$ cat src/rtl/i2ctrf_pkg.sv
// Shared types and widths for the I2C target register file.
// Used by i2ctrf_bank, i2ctrf_ctrl and i2c_target_register_file.
package i2ctrf_pkg;

    localparam int ADDR_W  = 7;
    localparam int DATA_W  = 8;
    localparam int WIDX_W  = 3;
    localparam int STATE_W = 4;

    localparam logic OP_START    = 1'b0;
    localparam logic OP_OVERFLOW = 1'b1;

    typedef struct packed {
        logic              operation;
        logic [DATA_W-1:0] shift_data;
        logic              stop_seen;
    } t_item;

    typedef struct packed {
        logic               sda_drive;
        logic [DATA_W-1:0]  tx_byte;
        logic               single_bit_phase;
        logic [STATE_W-1:0] ctrl_state;
        logic               write_strobe;
        logic [WIDX_W-1:0]  write_index;
        logic [ADDR_W-1:0]  seen_address;
    } t_result;

    typedef struct packed {
        logic              wr_en;
        logic [DATA_W-1:0] wr_data;
        logic              ld_en;
        logic [DATA_W-1:0] ld_index;
    } t_bank_req;

endpackage

$ cat src/rtl/i2ctrf_bank.sv
// Register bank: memory of NUM_REGS bytes with per-entry valid bits,
// selected index and registered read of the selected entry. Uses i2ctrf_pkg.
module i2ctrf_bank #(
    parameter int NUM_REGS = 8
) (
    input  logic                           i_clk,
    input  logic                           i_rst_n,
    input  i2ctrf_pkg::t_bank_req          i_req,
    output logic [i2ctrf_pkg::DATA_W-1:0]  o_sel_data,
    output logic [i2ctrf_pkg::DATA_W-1:0]  o_sel_index
);

    localparam int IDX_W = (NUM_REGS > 1) ? $clog2(NUM_REGS) : 1;

    logic [i2ctrf_pkg::DATA_W-1:0] r_mem [NUM_REGS];
    logic [NUM_REGS-1:0]           r_valid;
    logic [IDX_W-1:0]              r_index;
    logic [i2ctrf_pkg::DATA_W-1:0] r_sel_data;
    logic [IDX_W-1:0]              ld_addr;

    assign ld_addr = i_req.ld_index[IDX_W-1:0];

    always_ff @(posedge i_clk) begin
        if (i_req.wr_en) begin
            r_mem[r_index] <= i_req.wr_data;
        end
    end

    always_ff @(posedge i_clk) begin
        if (!i_rst_n) begin
            r_valid    <= '0;
            r_index    <= '0;
            r_sel_data <= '0;
        end else if (i_req.wr_en) begin
            r_valid[r_index] <= 1'b1;
            r_sel_data       <= i_req.wr_data;
        end else if (i_req.ld_en) begin
            r_index    <= ld_addr;
            r_sel_data <= r_valid[ld_addr] ? r_mem[ld_addr] : '0;
        end
    end

    assign o_sel_data  = r_sel_data;
    assign o_sel_index = i2ctrf_pkg::DATA_W'(r_index);

endmodule

$ cat src/rtl/i2ctrf_ctrl.sv
// Transaction state machine: address match, register select, write and
// read sequencing, result register. Uses i2ctrf_pkg; drives i2ctrf_bank.
module i2ctrf_ctrl #(
    parameter int NUM_REGS = 8
) (
    input  logic                           i_clk,
    input  logic                           i_rst_n,
    input  logic                           i_adv,
    input  i2ctrf_pkg::t_item              i_item,
    input  logic                           i_cfg_we,
    input  logic [i2ctrf_pkg::ADDR_W-1:0]  i_cfg_data,
    input  logic [i2ctrf_pkg::DATA_W-1:0]  i_sel_data,
    input  logic [i2ctrf_pkg::DATA_W-1:0]  i_sel_index,
    output i2ctrf_pkg::t_bank_req          o_bank_req,
    output i2ctrf_pkg::t_result            o_res
);

    typedef enum logic [i2ctrf_pkg::STATE_W-1:0] {
        ST_IDLE      = 4'd0,
        ST_STARTED   = 4'd1,
        ST_ACK_ADDR  = 4'd2,
        ST_REG_SEL   = 4'd3,
        ST_ACK_REG   = 4'd4,
        ST_RD_WRITE  = 4'd5,
        ST_ACK_WRITE = 4'd6,
        ST_RESTARTED = 4'd7,
        ST_ACK_READ  = 4'd8,
        ST_WRITING   = 4'd9,
        ST_RD_ACK    = 4'd10,
        ST_NACKING   = 4'd11
    } t_state;

    t_state                        r_state, n_state;
    logic [i2ctrf_pkg::ADDR_W-1:0] r_own_address;
    logic [i2ctrf_pkg::ADDR_W-1:0] r_recent, n_recent;
    i2ctrf_pkg::t_result           r_res, n_res;
    logic [i2ctrf_pkg::ADDR_W-1:0] rx_addr;
    logic                          addr_ok;
    logic                          idx_ok;
    logic [i2ctrf_pkg::DATA_W-1:0] tx;
    logic                          single;
    logic                          strobe;

    assign rx_addr = i_item.shift_data[i2ctrf_pkg::DATA_W-1:1];
    assign addr_ok = rx_addr == r_own_address;
    assign idx_ok  = {1'b0, i_item.shift_data} < (i2ctrf_pkg::DATA_W + 1)'(NUM_REGS);

    always_comb begin
        n_state    = r_state;
        n_recent   = r_recent;
        tx         = '0;
        single     = 1'b0;
        strobe     = 1'b0;
        o_bank_req = '0;
        o_bank_req.wr_data  = i_item.shift_data;
        o_bank_req.ld_index = i_item.shift_data;
        if (i_item.operation == i2ctrf_pkg::OP_START) begin
            n_state = (r_state == ST_RD_WRITE) ? ST_RESTARTED : ST_STARTED;
        end else begin
            unique case (r_state)
                ST_STARTED: begin
                    n_recent = rx_addr;
                    if (addr_ok) begin
                        n_state = ST_ACK_ADDR;
                        single  = 1'b1;
                    end else begin
                        n_state = ST_IDLE;
                    end
                end
                ST_ACK_ADDR: n_state = ST_REG_SEL;
                ST_REG_SEL: begin
                    if (idx_ok) begin
                        n_state          = ST_ACK_REG;
                        o_bank_req.ld_en = i_adv;
                    end else begin
                        n_state = ST_NACKING;
                    end
                    single = 1'b1;
                end
                ST_ACK_REG: n_state = ST_RD_WRITE;
                ST_RD_WRITE: begin
                    o_bank_req.wr_en = i_adv;
                    strobe           = 1'b1;
                    n_state          = ST_ACK_WRITE;
                    single           = 1'b1;
                end
                ST_ACK_WRITE: n_state = i_item.stop_seen ? ST_IDLE : ST_RD_WRITE;
                ST_RESTARTED: begin
                    if (addr_ok) begin
                        n_state = ST_ACK_READ;
                        single  = 1'b1;
                    end else begin
                        n_state = ST_IDLE;
                    end
                end
                ST_ACK_READ: begin
                    tx      = i_sel_data;
                    n_state = ST_WRITING;
                end
                ST_WRITING: begin
                    n_state = ST_RD_ACK;
                    single  = 1'b1;
                end
                ST_RD_ACK: begin
                    if (i_item.shift_data != '0) begin
                        n_state = ST_IDLE;
                    end else begin
                        tx      = i_sel_data;
                        n_state = ST_WRITING;
                    end
                end
                ST_NACKING: n_state = ST_IDLE;
                default: n_state = r_state;
            endcase
        end

        n_res.sda_drive        = n_state == ST_ACK_ADDR || n_state == ST_ACK_REG ||
                                 n_state == ST_ACK_WRITE || n_state == ST_ACK_READ ||
                                 n_state == ST_WRITING;
        n_res.tx_byte          = tx;
        n_res.single_bit_phase = single;
        n_res.ctrl_state       = n_state;
        n_res.write_strobe     = strobe;
        n_res.write_index      = strobe ? i_sel_index[i2ctrf_pkg::WIDX_W-1:0] : '0;
        n_res.seen_address     = n_recent;
    end

    always_ff @(posedge i_clk) begin
        if (!i_rst_n) begin
            r_state       <= ST_IDLE;
            r_recent      <= '0;
            r_own_address <= '0;
        end else begin
            if (i_cfg_we) begin
                r_own_address <= i_cfg_data;
            end
            if (i_adv) begin
                r_state  <= n_state;
                r_recent <= n_recent;
            end
        end
    end

    always_ff @(posedge i_clk) begin
        if (i_adv) begin
            r_res <= n_res;
        end
    end

    assign o_res = r_res;

endmodule

$ cat src/rtl/i2c_target_register_file.sv
// Top level of the I2C target register file: input word register,
// controller, register bank and result register. Uses i2ctrf_pkg.
//
// One bus event word is accepted per clock cycle while results are taken;
// each result word is registered (the input register feeds the
// controller, whose result register loads as the word advances). While a result
// waits, the input register takes one more word and then input ready drops.
// The register bank is a NUM_REGS-byte memory whose entries read as zero
// until first written, tracked by per-entry valid bits that reset clears
// at once, so the block is ready as soon as reset is released.
// The own-address register is written through the configuration channel,
// which is always ready.
module i2c_target_register_file #(
    parameter int NUM_REGS = 8
) (
    input  logic                           i_clk,
    input  logic                           i_rst_n,
    input  logic                           i_in_valid,
    output logic                           o_in_ready,
    input  logic                           i_operation,
    input  logic [i2ctrf_pkg::DATA_W-1:0]  i_shift_data,
    input  logic                           i_stop_seen,
    output logic                           o_out_valid,
    input  logic                           i_out_ready,
    output logic                           o_sda_drive,
    output logic [i2ctrf_pkg::DATA_W-1:0]  o_tx_byte,
    output logic                           o_single_bit_phase,
    output logic [i2ctrf_pkg::STATE_W-1:0] o_ctrl_state,
    output logic                           o_write_strobe,
    output logic [i2ctrf_pkg::WIDX_W-1:0]  o_write_index,
    output logic [i2ctrf_pkg::ADDR_W-1:0]  o_seen_address,
    input  logic                           i_cfg_valid,
    output logic                           o_cfg_ready,
    input  logic [i2ctrf_pkg::ADDR_W-1:0]  i_cfg_data
);

    i2ctrf_pkg::t_item             r_item;
    logic                          r_item_valid;
    logic                          r_out_valid;
    logic                          adv;
    logic                          in_take;
    i2ctrf_pkg::t_bank_req         bank_req;
    i2ctrf_pkg::t_result           res;
    logic [i2ctrf_pkg::DATA_W-1:0] sel_data;
    logic [i2ctrf_pkg::DATA_W-1:0] sel_index;

    assign adv        = r_item_valid && (!r_out_valid || i_out_ready);
    assign o_in_ready = !r_item_valid || adv;
    assign in_take    = i_in_valid && o_in_ready;
    assign o_cfg_ready = 1'b1;

    always_ff @(posedge i_clk) begin
        if (!i_rst_n) begin
            r_item_valid <= 1'b0;
            r_out_valid  <= 1'b0;
        end else begin
            if (in_take) begin
                r_item_valid <= 1'b1;
            end else if (adv) begin
                r_item_valid <= 1'b0;
            end
            if (adv) begin
                r_out_valid <= 1'b1;
            end else if (i_out_ready) begin
                r_out_valid <= 1'b0;
            end
        end
    end

    always_ff @(posedge i_clk) begin
        if (in_take) begin
            r_item.operation  <= i_operation;
            r_item.shift_data <= i_shift_data;
            r_item.stop_seen  <= i_stop_seen;
        end
    end

    i2ctrf_ctrl #(
        .NUM_REGS (NUM_REGS)
    ) u_ctrl (
        .i_clk       (i_clk),
        .i_rst_n     (i_rst_n),
        .i_adv       (adv),
        .i_item      (r_item),
        .i_cfg_we    (i_cfg_valid),
        .i_cfg_data  (i_cfg_data),
        .i_sel_data  (sel_data),
        .i_sel_index (sel_index),
        .o_bank_req  (bank_req),
        .o_res       (res)
    );

    i2ctrf_bank #(
        .NUM_REGS (NUM_REGS)
    ) u_bank (
        .i_clk       (i_clk),
        .i_rst_n     (i_rst_n),
        .i_req       (bank_req),
        .o_sel_data  (sel_data),
        .o_sel_index (sel_index)
    );

    assign o_out_valid        = r_out_valid;
    assign o_sda_drive        = res.sda_drive;
    assign o_tx_byte          = res.tx_byte;
    assign o_single_bit_phase = res.single_bit_phase;
    assign o_ctrl_state       = res.ctrl_state;
    assign o_write_strobe     = res.write_strobe;
    assign o_write_index      = res.write_index;
    assign o_seen_address     = res.seen_address;

endmodule

$ cat config.mk
export PLATFORM = sky130hd
export DESIGN_NAME = i2c_target_register_file
export DESIGN_NICKNAME = d
export VERILOG_FILES = /design/src/rtl/i2ctrf_pkg.sv /design/src/rtl/i2ctrf_bank.sv /design/src/rtl/i2ctrf_ctrl.sv /design/src/rtl/i2c_target_register_file.sv
export SDC_FILE = /design/constraint.sdc
export NUM_CORES = 1
export LEC_CHECK = 0
export ABC_AREA = 1
export BUFFER_PORTS_ARGS = -buffer_cell sky130_fd_sc_hd__buf_2
export CAP_MARGIN = 20
export CORE_UTILIZATION = 53
export CTS_CLUSTER_DIAMETER = 150
export DETAILED_ROUTE_END_ITERATION = 7
export GPL_ROUTABILITY_DRIVEN = 0
export PLACE_DENSITY = 0.78
export SYNTH_ARGS = -nofsm -noshare
export SYNTH_HDL_FRONTEND = slang
export SYNTH_SLANG_ARGS = --single-unit
export TNS_END_PERCENT = 1
$ cat constraint.sdc
create_clock -name i_clk -period 1.9 [get_ports i_clk]
set_input_delay 0 -clock i_clk [delete_from_list [all_inputs] [get_ports i_clk]]
set_output_delay 0 -clock i_clk [all_outputs]
set_load 0.05 [all_outputs]
==> results of run 1 <==
[logic make-up after synthesis]
| group | share of synthesized area |
|---|---|
| buffers and inverters | 0.05710 |
| XOR/XNOR | 0.007485 |
| flip-flops | 0.6518 |
| AO/OA/AOI/OAI | 0.1048 |
| AND/OR/NAND/NOR | 0.1781 |
| other | 0.0006410 |
[sequential cells by signal, summed over array words and instances, names as in the netlist, named ones only]
signal,count
u_bank.r_index,3
r_item_valid,1
u_bank.o_sel_data,8
u_bank.r_valid,8
u_ctrl.r_recent,7
o_out_valid,1
u_ctrl.r_own_address,7
u_ctrl.o_res,25
u_bank.r_mem,64
u_ctrl.r_state,4
r_item,10
[cells in the mapped netlist]
| master | n | area [um2] |
|---|---|---|
| nor2_1 | 121 | 454.2 |
| edfxtp_1 | 99 | 2973 |
| nand2_1 | 68 | 255.2 |
| o21ai_0 | 63 | 315.3 |
| inv_1 | 59 | 221.5 |
| dfxtp_1 | 42 | 840.8 |
| nand3_1 | 20 | 100.1 |
| a21oi_1 | 18 | 90.09 |
| clkbuf_1 | 12 | 45.04 |
| o21ai_1 | 12 | 60.06 |
| o22ai_1 | 10 | 62.56 |
| nor2_2 | 9 | 56.30 |
| nor3_1 | 7 | 35.03 |
| o21ai_2 | 7 | 61.31 |
| inv_2 | 5 | 18.77 |
| nand2_2 | 4 | 25.02 |
| xnor2_1 | 4 | 35.03 |
| buf_2 | 3 | 15.01 |
| nor2_4 | 3 | 33.78 |
| a21oi_2 | 2 | 17.52 |
| buf_4 | 2 | 15.01 |
| nor3_2 | 2 | 20.02 |
| a31oi_1 | 1 | 6.260 |
| buf_1 | 1 | 3.750 |
| buf_6 | 1 | 11.26 |
| clkinv_1 | 1 | 3.750 |
| conb_1 | 1 | 3.750 |
| nand2_4 | 1 | 11.26 |
| nand3_2 | 1 | 10.01 |
| nand4_1 | 1 | 6.260 |
| nand4_2 | 1 | 12.51 |
| nor3_4 | 1 | 16.27 |
| nor4_1 | 1 | 6.260 |
| xor2_1 | 1 | 8.760 |
[what timing repair did]
action / in CTS / in global routing
hold buffers: 35 / 0
hold endpoints to repair: 26 / 0
endpoints found under the setup margin: 0 / 2
gates resized for setup: 0 / 1
[power breakdown]
| group | internal, mW | switching, mW | leakage, nW |
|---|---|---|---|
| clock | 2.11 | 1.20 | 0.280 |
| combinational | 0.229 | 0.465 | 1.42 |
| sequential | 3.37 | 0.0421 | 1.26 |
| total | 5.71 | 1.71 | 2.95 |
[area by class of cell]
cell class                 instances  area share
inverter                          65     0.03319
timing repair buffer             112      0.1117
tap                              136     0.02315
clock inverter                    13     0.02349
clock buffer                      19     0.05736
multi-input combinational        359      0.2323
sequential                       141      0.5188
[worst max-delay path, delay by kind of cell, from the launching register on]
kind	cells	cell delay (ns)
AND/OR/NAND/NOR	8	0.90
flip-flops	1	0.47
buffers and inverters	1	0.11
[stage by stage]
step,setup WS [ns],utilization
final,0.1800,0.6995
after global placement,0.2742,0.6091
after CTS,0.2062,0.6990
after floorplan,0.004587,-
after detailed placement,0.2446,0.6091
after global routing,0.001498,0.6995
[worst max path at each step]
stage | start | end | slack, ns
floorplan | o_out_valid | u_bank.r_mem[1][0] | 0.005
global placement | r_item[5] | u_ctrl.o_res[24] | 0.27
detailed placement | r_item[1] | u_bank.o_sel_data[1] | 0.24
CTS | u_ctrl.r_state[3] | u_ctrl.o_res[24] | 0.21
global route | r_item[5] | u_bank.o_sel_data[5] | 0.001
finish | u_ctrl.r_state[3] | u_ctrl.o_res[24] | 0.18
[metal layers]
| metal | track usage | wire length, um | vias up |
|---|---|---|---|
| met5 | 0 | 0 | - |
| met4 | 0.1018 | 230 | 0 |
| met3 | 0.05836 | 867 | 22 |
| met2 | 0.4604 | 7248 | 192 |
| met1 | 0.3002 | 5394 | 2164 |
| li1 | - | - | 2180 |
==> flow_metrics.py, run 1 <==
metrics = {
    "run_status": {
        "status": "finished clean",
    },
    "setup_path": {
        "cp_common_cell": "nand2_1",
        "reg2reg_from": "u_ctrl.r_state[3]",
        "ff2ff_path_depth": 9,
        "crit_path_end_kind": "flop",
        "cp.required_ns": 2.19,
        "worstPathArrival_ns": 2.01,
        "start_kind": "flop",
        "cp_slowest_cell": "dfxtp_1",
        "r2r_setup_slack_ns": 0.18,
        "timing_worst_setup_path_type": "flop to flop",
        "crit_fanout": 9,
        "cp_slowest_stage_delay_ns": 0.47,
        "r2r-end": "u_ctrl.o_res[24]",
        "crit_chain": "inv_2 > nor2_2 > nand2_1 > nor2_1 > nor2_4 > nand4_2 > nor2_1 > nand2_1 > nand2_1",
    },
    "global_route": {
        "antenna_found_initial": 0,
        "grtUsageTotal": 0.2580,
        "grt_pass1_wl_um": 21760,
        "grt_overflow": 0,
        "grt_pass1_vias": 4444,
        "grt_max_degree": 33,
    },
    "place": {
        "portBuffers": 48,
        "hpwl_um": 8488,
        "dpl.cell_count": 778,
        "place_area_um2": 6401,
    },
    "finish": {
        "mostFrequentLayoutCells": "nor2_1 (121), edfxtp_1 (99), nand2_1 (68)",
        "fill_cells": 704,
        "stdcell_count": 845,
        "antenna_cells": 0,
        "synthToLayoutAreaGrowth_pct": 25.64,
        "final_common_cell": "nor2_1",
        "ff_latch_area_um2": 3814,
        "drive_gt1_frac": 0.1975,
        "nNetsFinal": 718,
        "final_area_um2": 7351,
        "multi_input_area_um2": 1708,
    },
    "sta": {
        "setup_viol_count_final": 0,
        "worst_slew_pin_slew_ns": 0.6287,
        "drv_slew": 0,
        "whs_ns": 0.1720,
        "period_share": 0.9052,
        "setup-tns-final_ns": 0,
        "rsz0062_at_grt": "no",
        "hold_violations": 0,
        "slew_headroom": 0.5804,
        "fmax_mhz": 581.4,
        "final.min_clock_period_ns": 1.720,
        "fin_worst_skew_ns": 0.007283,
    },
    "yosys": {
        "netlist_area_um2": 5851,
        "synth.avg_cell_area_um2": 10.02,
        "seq_area_frac_synth": 0.6518,
        "synthCells": 584,
        "yosys_warnings": 0,
        "synth_nets": 606,
        "yosys_register_bits": 141,
        "ys_types": 34,
    },
    "worst_hold_path": {
        "hp-class": "input pin to flop",
        "hold_path_end": "r_item[6]",
        "hold_depth": 2,
        "hold_start": "i_shift_data[5]",
    },
    "detailed_routing": {
        "drt-initial-drc-count": 354,
        "wirelength_um": 13740,
        "wl_per_cell_um": 16.26,
        "antenna_left": 0,
        "routed_via_density": 5.394,
        "firstDrtPassIters": 5,
        "vias": 4558,
        "drc": 0,
    },
    "cts": {
        "numCtsBuffers": 17,
        "cts.path.max_buffers": 2,
        "clkSinkCount": 141,
        "cts_tree": "yes",
        "clk_pin_slew_worst_paths_ns": 0.06,
        "h-tree-depth": 4,
        "clk_latency_ns": 0.53,
        "cts_root_buf": "clkbuf_8",
        "cts_setup_buffers": 0,
    },
    "die": {
        "die_h_um": 107.1,
        "die_area_um2": 11460,
        "ios": 50,
        "core.rowCount": 37,
        "core_area_um2": 10510,
        "fp.dieW_um": 107.1,
        "start_util": 0.5567,
    },
    "pwr": {
        "power.leakage_nw": 2.954,
        "p_total_mw": 7.416,
        "pwr_density_cell_nw_per_um2": 1009,
        "vdd_drop_max_mv": 0.6058,
    },
    "flow_run": {
        "maxCapViolations": 0,
    },
}
No activity file was read; power rests on OpenSTA's default activity.
==> inputs of run 2 (changes only) <==
Settings changed: BUFFER_PORTS_ARGS -buffer_cell sky130_fd_sc_hd__buf_2 to -buffer_cell sky130_fd_sc_hd__buf_4, HOLD_SLACK_MARGIN set to 0.02, MAX_ROUTING_LAYER set to met4.
==> run 2 against run 1 <==
Register-to-register slack worse by 0.06 ns. Sequential cell count unchanged. Critical path depth down 2. Count of clock-buffer cells in the layout down 1. First-iteration DRC count down 1.4%. Via count up 1.8%. Clock skew up 0.0023 ns.
==> flow_metrics.py, run 2 (synthesis gave the netlist of run 1 again) <==
metrics = {
    "run_status": {
        "status": "finished clean",
    },
    "setup_path": {
        "crit_chain": "nand2_1 > nor3_2 > nand3_1 > nand2_2 > o22ai_1 > inv_1 > a21oi_1",
        "cp_slowest_cell": "dfxtp_1",
        "crit_fanout": 8,
        "cp.buffers_inverters": 1,
        "worstPathArrival_ns": 2.16,
        "crit_path_end_kind": "flop",
        "cp.required_ns": 2.29,
        "start_kind": "flop",
        "cpLargestDelayFamily": "simple AND/OR/NAND/NOR gates",
        "timing_worst_setup_path_type": "flop to flop",
        "cp_slowest_stage_delay_ns": 0.43,
    },
    "detailed_routing": {
        "drc": 0,
        "wirelength_um": 14230,
        "wl_per_cell_um": 16.84,
        "routed_via_density": 5.489,
        "drt-initial-drc-count": 349,
        "vias": 4638,
        "antenna_left": 0,
        "firstDrtPassIters": 5,
    },
    "die": {
        "die_area_um2": 11460,
        "die_h_um": 107.1,
        "fp.dieW_um": 107.1,
        "core_area_um2": 10510,
        "core.rowCount": 37,
        "ios": 50,
        "start_util": 0.5567,
    },
    "sta": {
        "slew_headroom": 0.6125,
        "whs_ns": 0.1868,
        "setup-tns-final_ns": 0,
        "hold_violations": 0,
        "setup_viol_count_final": 0,
        "fin_ws_ns": 0.1241,
        "final.min_clock_period_ns": 1.776,
        "period_share": 0.9347,
        "worst_slew_pin_slew_ns": 0.5807,
        "fin_worst_skew_ns": 0.009595,
        "fmax_mhz": 563.1,
        "drv_slew": 0,
    },
    "pwr": {
        "p_comb_frac": 0.097,
        "p_total_mw": 7.523,
        "p_int_mw": 5.752,
        "power.switching_mw": 1.771,
        "swShare": 0.2354,
        "pwr_density_cell_nw_per_um2": 1005,
        "power_frac_seq": 0.454,
        "vdd_drop_max_mv": 0.5915,
        "clkPwrFrac": 0.450,
        "power.leakage_nw": 2.995,
    },
    "finish": {
        "final_common_cell": "nor2_1",
        "drive_gt1_frac": 0.2059,
        "post-route-util": 0.7126,
        "stdcell_count": 845,
        "largest_reg_flops": 64,
        "largest_register": "u_bank.r_mem",
        "antenna_cells": 0,
        "nNetsFinal": 718,
        "synthToLayoutAreaGrowth_pct": 27.99,
        "mostFrequentLayoutCells": "nor2_1 (121), edfxtp_1 (99), buf_4 (76)",
        "final_area_um2": 7488,
    },
    "place": {
        "portBuffers": 48,
        "place_area_um2": 6521,
        "hpwl_um": 8642,
        "post-place-ws_ns": 0.1959,
        "dpl.cell_count": 778,
    },
    "cts": {
        "clkSinkCount": 141,
        "cts_tree": "yes",
        "cts_setup_buffers": 0,
        "clk_pin_slew_worst_paths_ns": 0.06,
        "cts_root_buf": "clkbuf_8",
        "numCtsBuffers": 17,
        "clk_latency_ns": 0.53,
        "h-tree-depth": 4,
        "cts.path.max_buffers": 2,
    },
    "global_route": {
        "antenna_found_initial": 0,
        "grt_pass1_vias": 4622,
        "grt_pass1_wl_um": 22780,
        "grtUsageTotal": 0.2784,
        "grt_overflow": 0,
        "grt_max_degree": 33,
    },
    "flow_run": {
        "maxCapViolations": 0,
    },
    "worst_hold_path": {
        "hp-class": "input pin to flop",
    },
}
==> run 2: cell count changes in the layout (fill, tap and decap cells not counted), sizes merged <==
cell      delta
clkinv       -2
clkinvlp     +2
clkbuf       -1
inv          +1
==> run 2: worst register-to-register path, delay by kind of cell (launching register included) <==
kind | cells | cell delay, ns
compound gates | 2 | 0.16
buf+inv | 1 | 0.06
flops | 1 | 0.43
simple gates | 4 | 0.99
==> run 2: cell type report <==
| class | instances | area [um2] |
|---|---|---|
| flip-flops and latches | 141 | 3814 |
| fillers | 710 | 3020 |
| multi-input cells | 359 | 1708 |
| repair buffers | 112 | 940.9 |
| clock buffers | 18 | 417.9 |
| inverters | 65 | 244.0 |
| clock inverters | 14 | 193.9 |
| well taps | 136 | 170.2 |
==> run 2: power by group through the flow <==
stage / Sequential (mW) / Clock [mW] / Combinational, mW
6_report: 3.41 / 3.38 / 0.726
5_1_grt: 3.42 / 3.52 / 0.792
4_1_cts: 3.41 / 3.39 / 0.713
3_5_place_dp: 3.48 / 0 / 0.645
3_3_place_gp: 3.47 / 0 / 0.624
2_1_floorplan: 3.57 / 0 / 0.327
==> run 2: timing repair <==
item | in CTS | in global routing
endpoints found under the hold margin | 29 | 0
setup endpoints to repair | 0 | 6
resized for setup | 0 | 2
hold buffers | 35 | 0
==> run 2: worst paths after layout <==
check | start | to | cells past startpoint | slack [ns]
worst min-delay path | i_shift_data[5] | r_item[6] | 2 | 0.19
worst min register to register | u_bank.r_valid[6] | u_bank.r_valid[6] | 2 | 0.48
worst max-delay path | u_ctrl.r_state[1] | u_bank.o_sel_data[7] | 7 | 0.12
worst max register to register | u_ctrl.r_state[1] | u_bank.o_sel_data[7] | 7 | 0.12
==> run 2: metal layers <==
metal	vias to the layer above	GRT usage	part of all wire
met5	-	-	0
met3	40	0.06018	0.065
met1	2207	0.3141	0.38
li1	2175	-	-
met4	0	0.1164	0.031
met2	216	0.4797	0.52
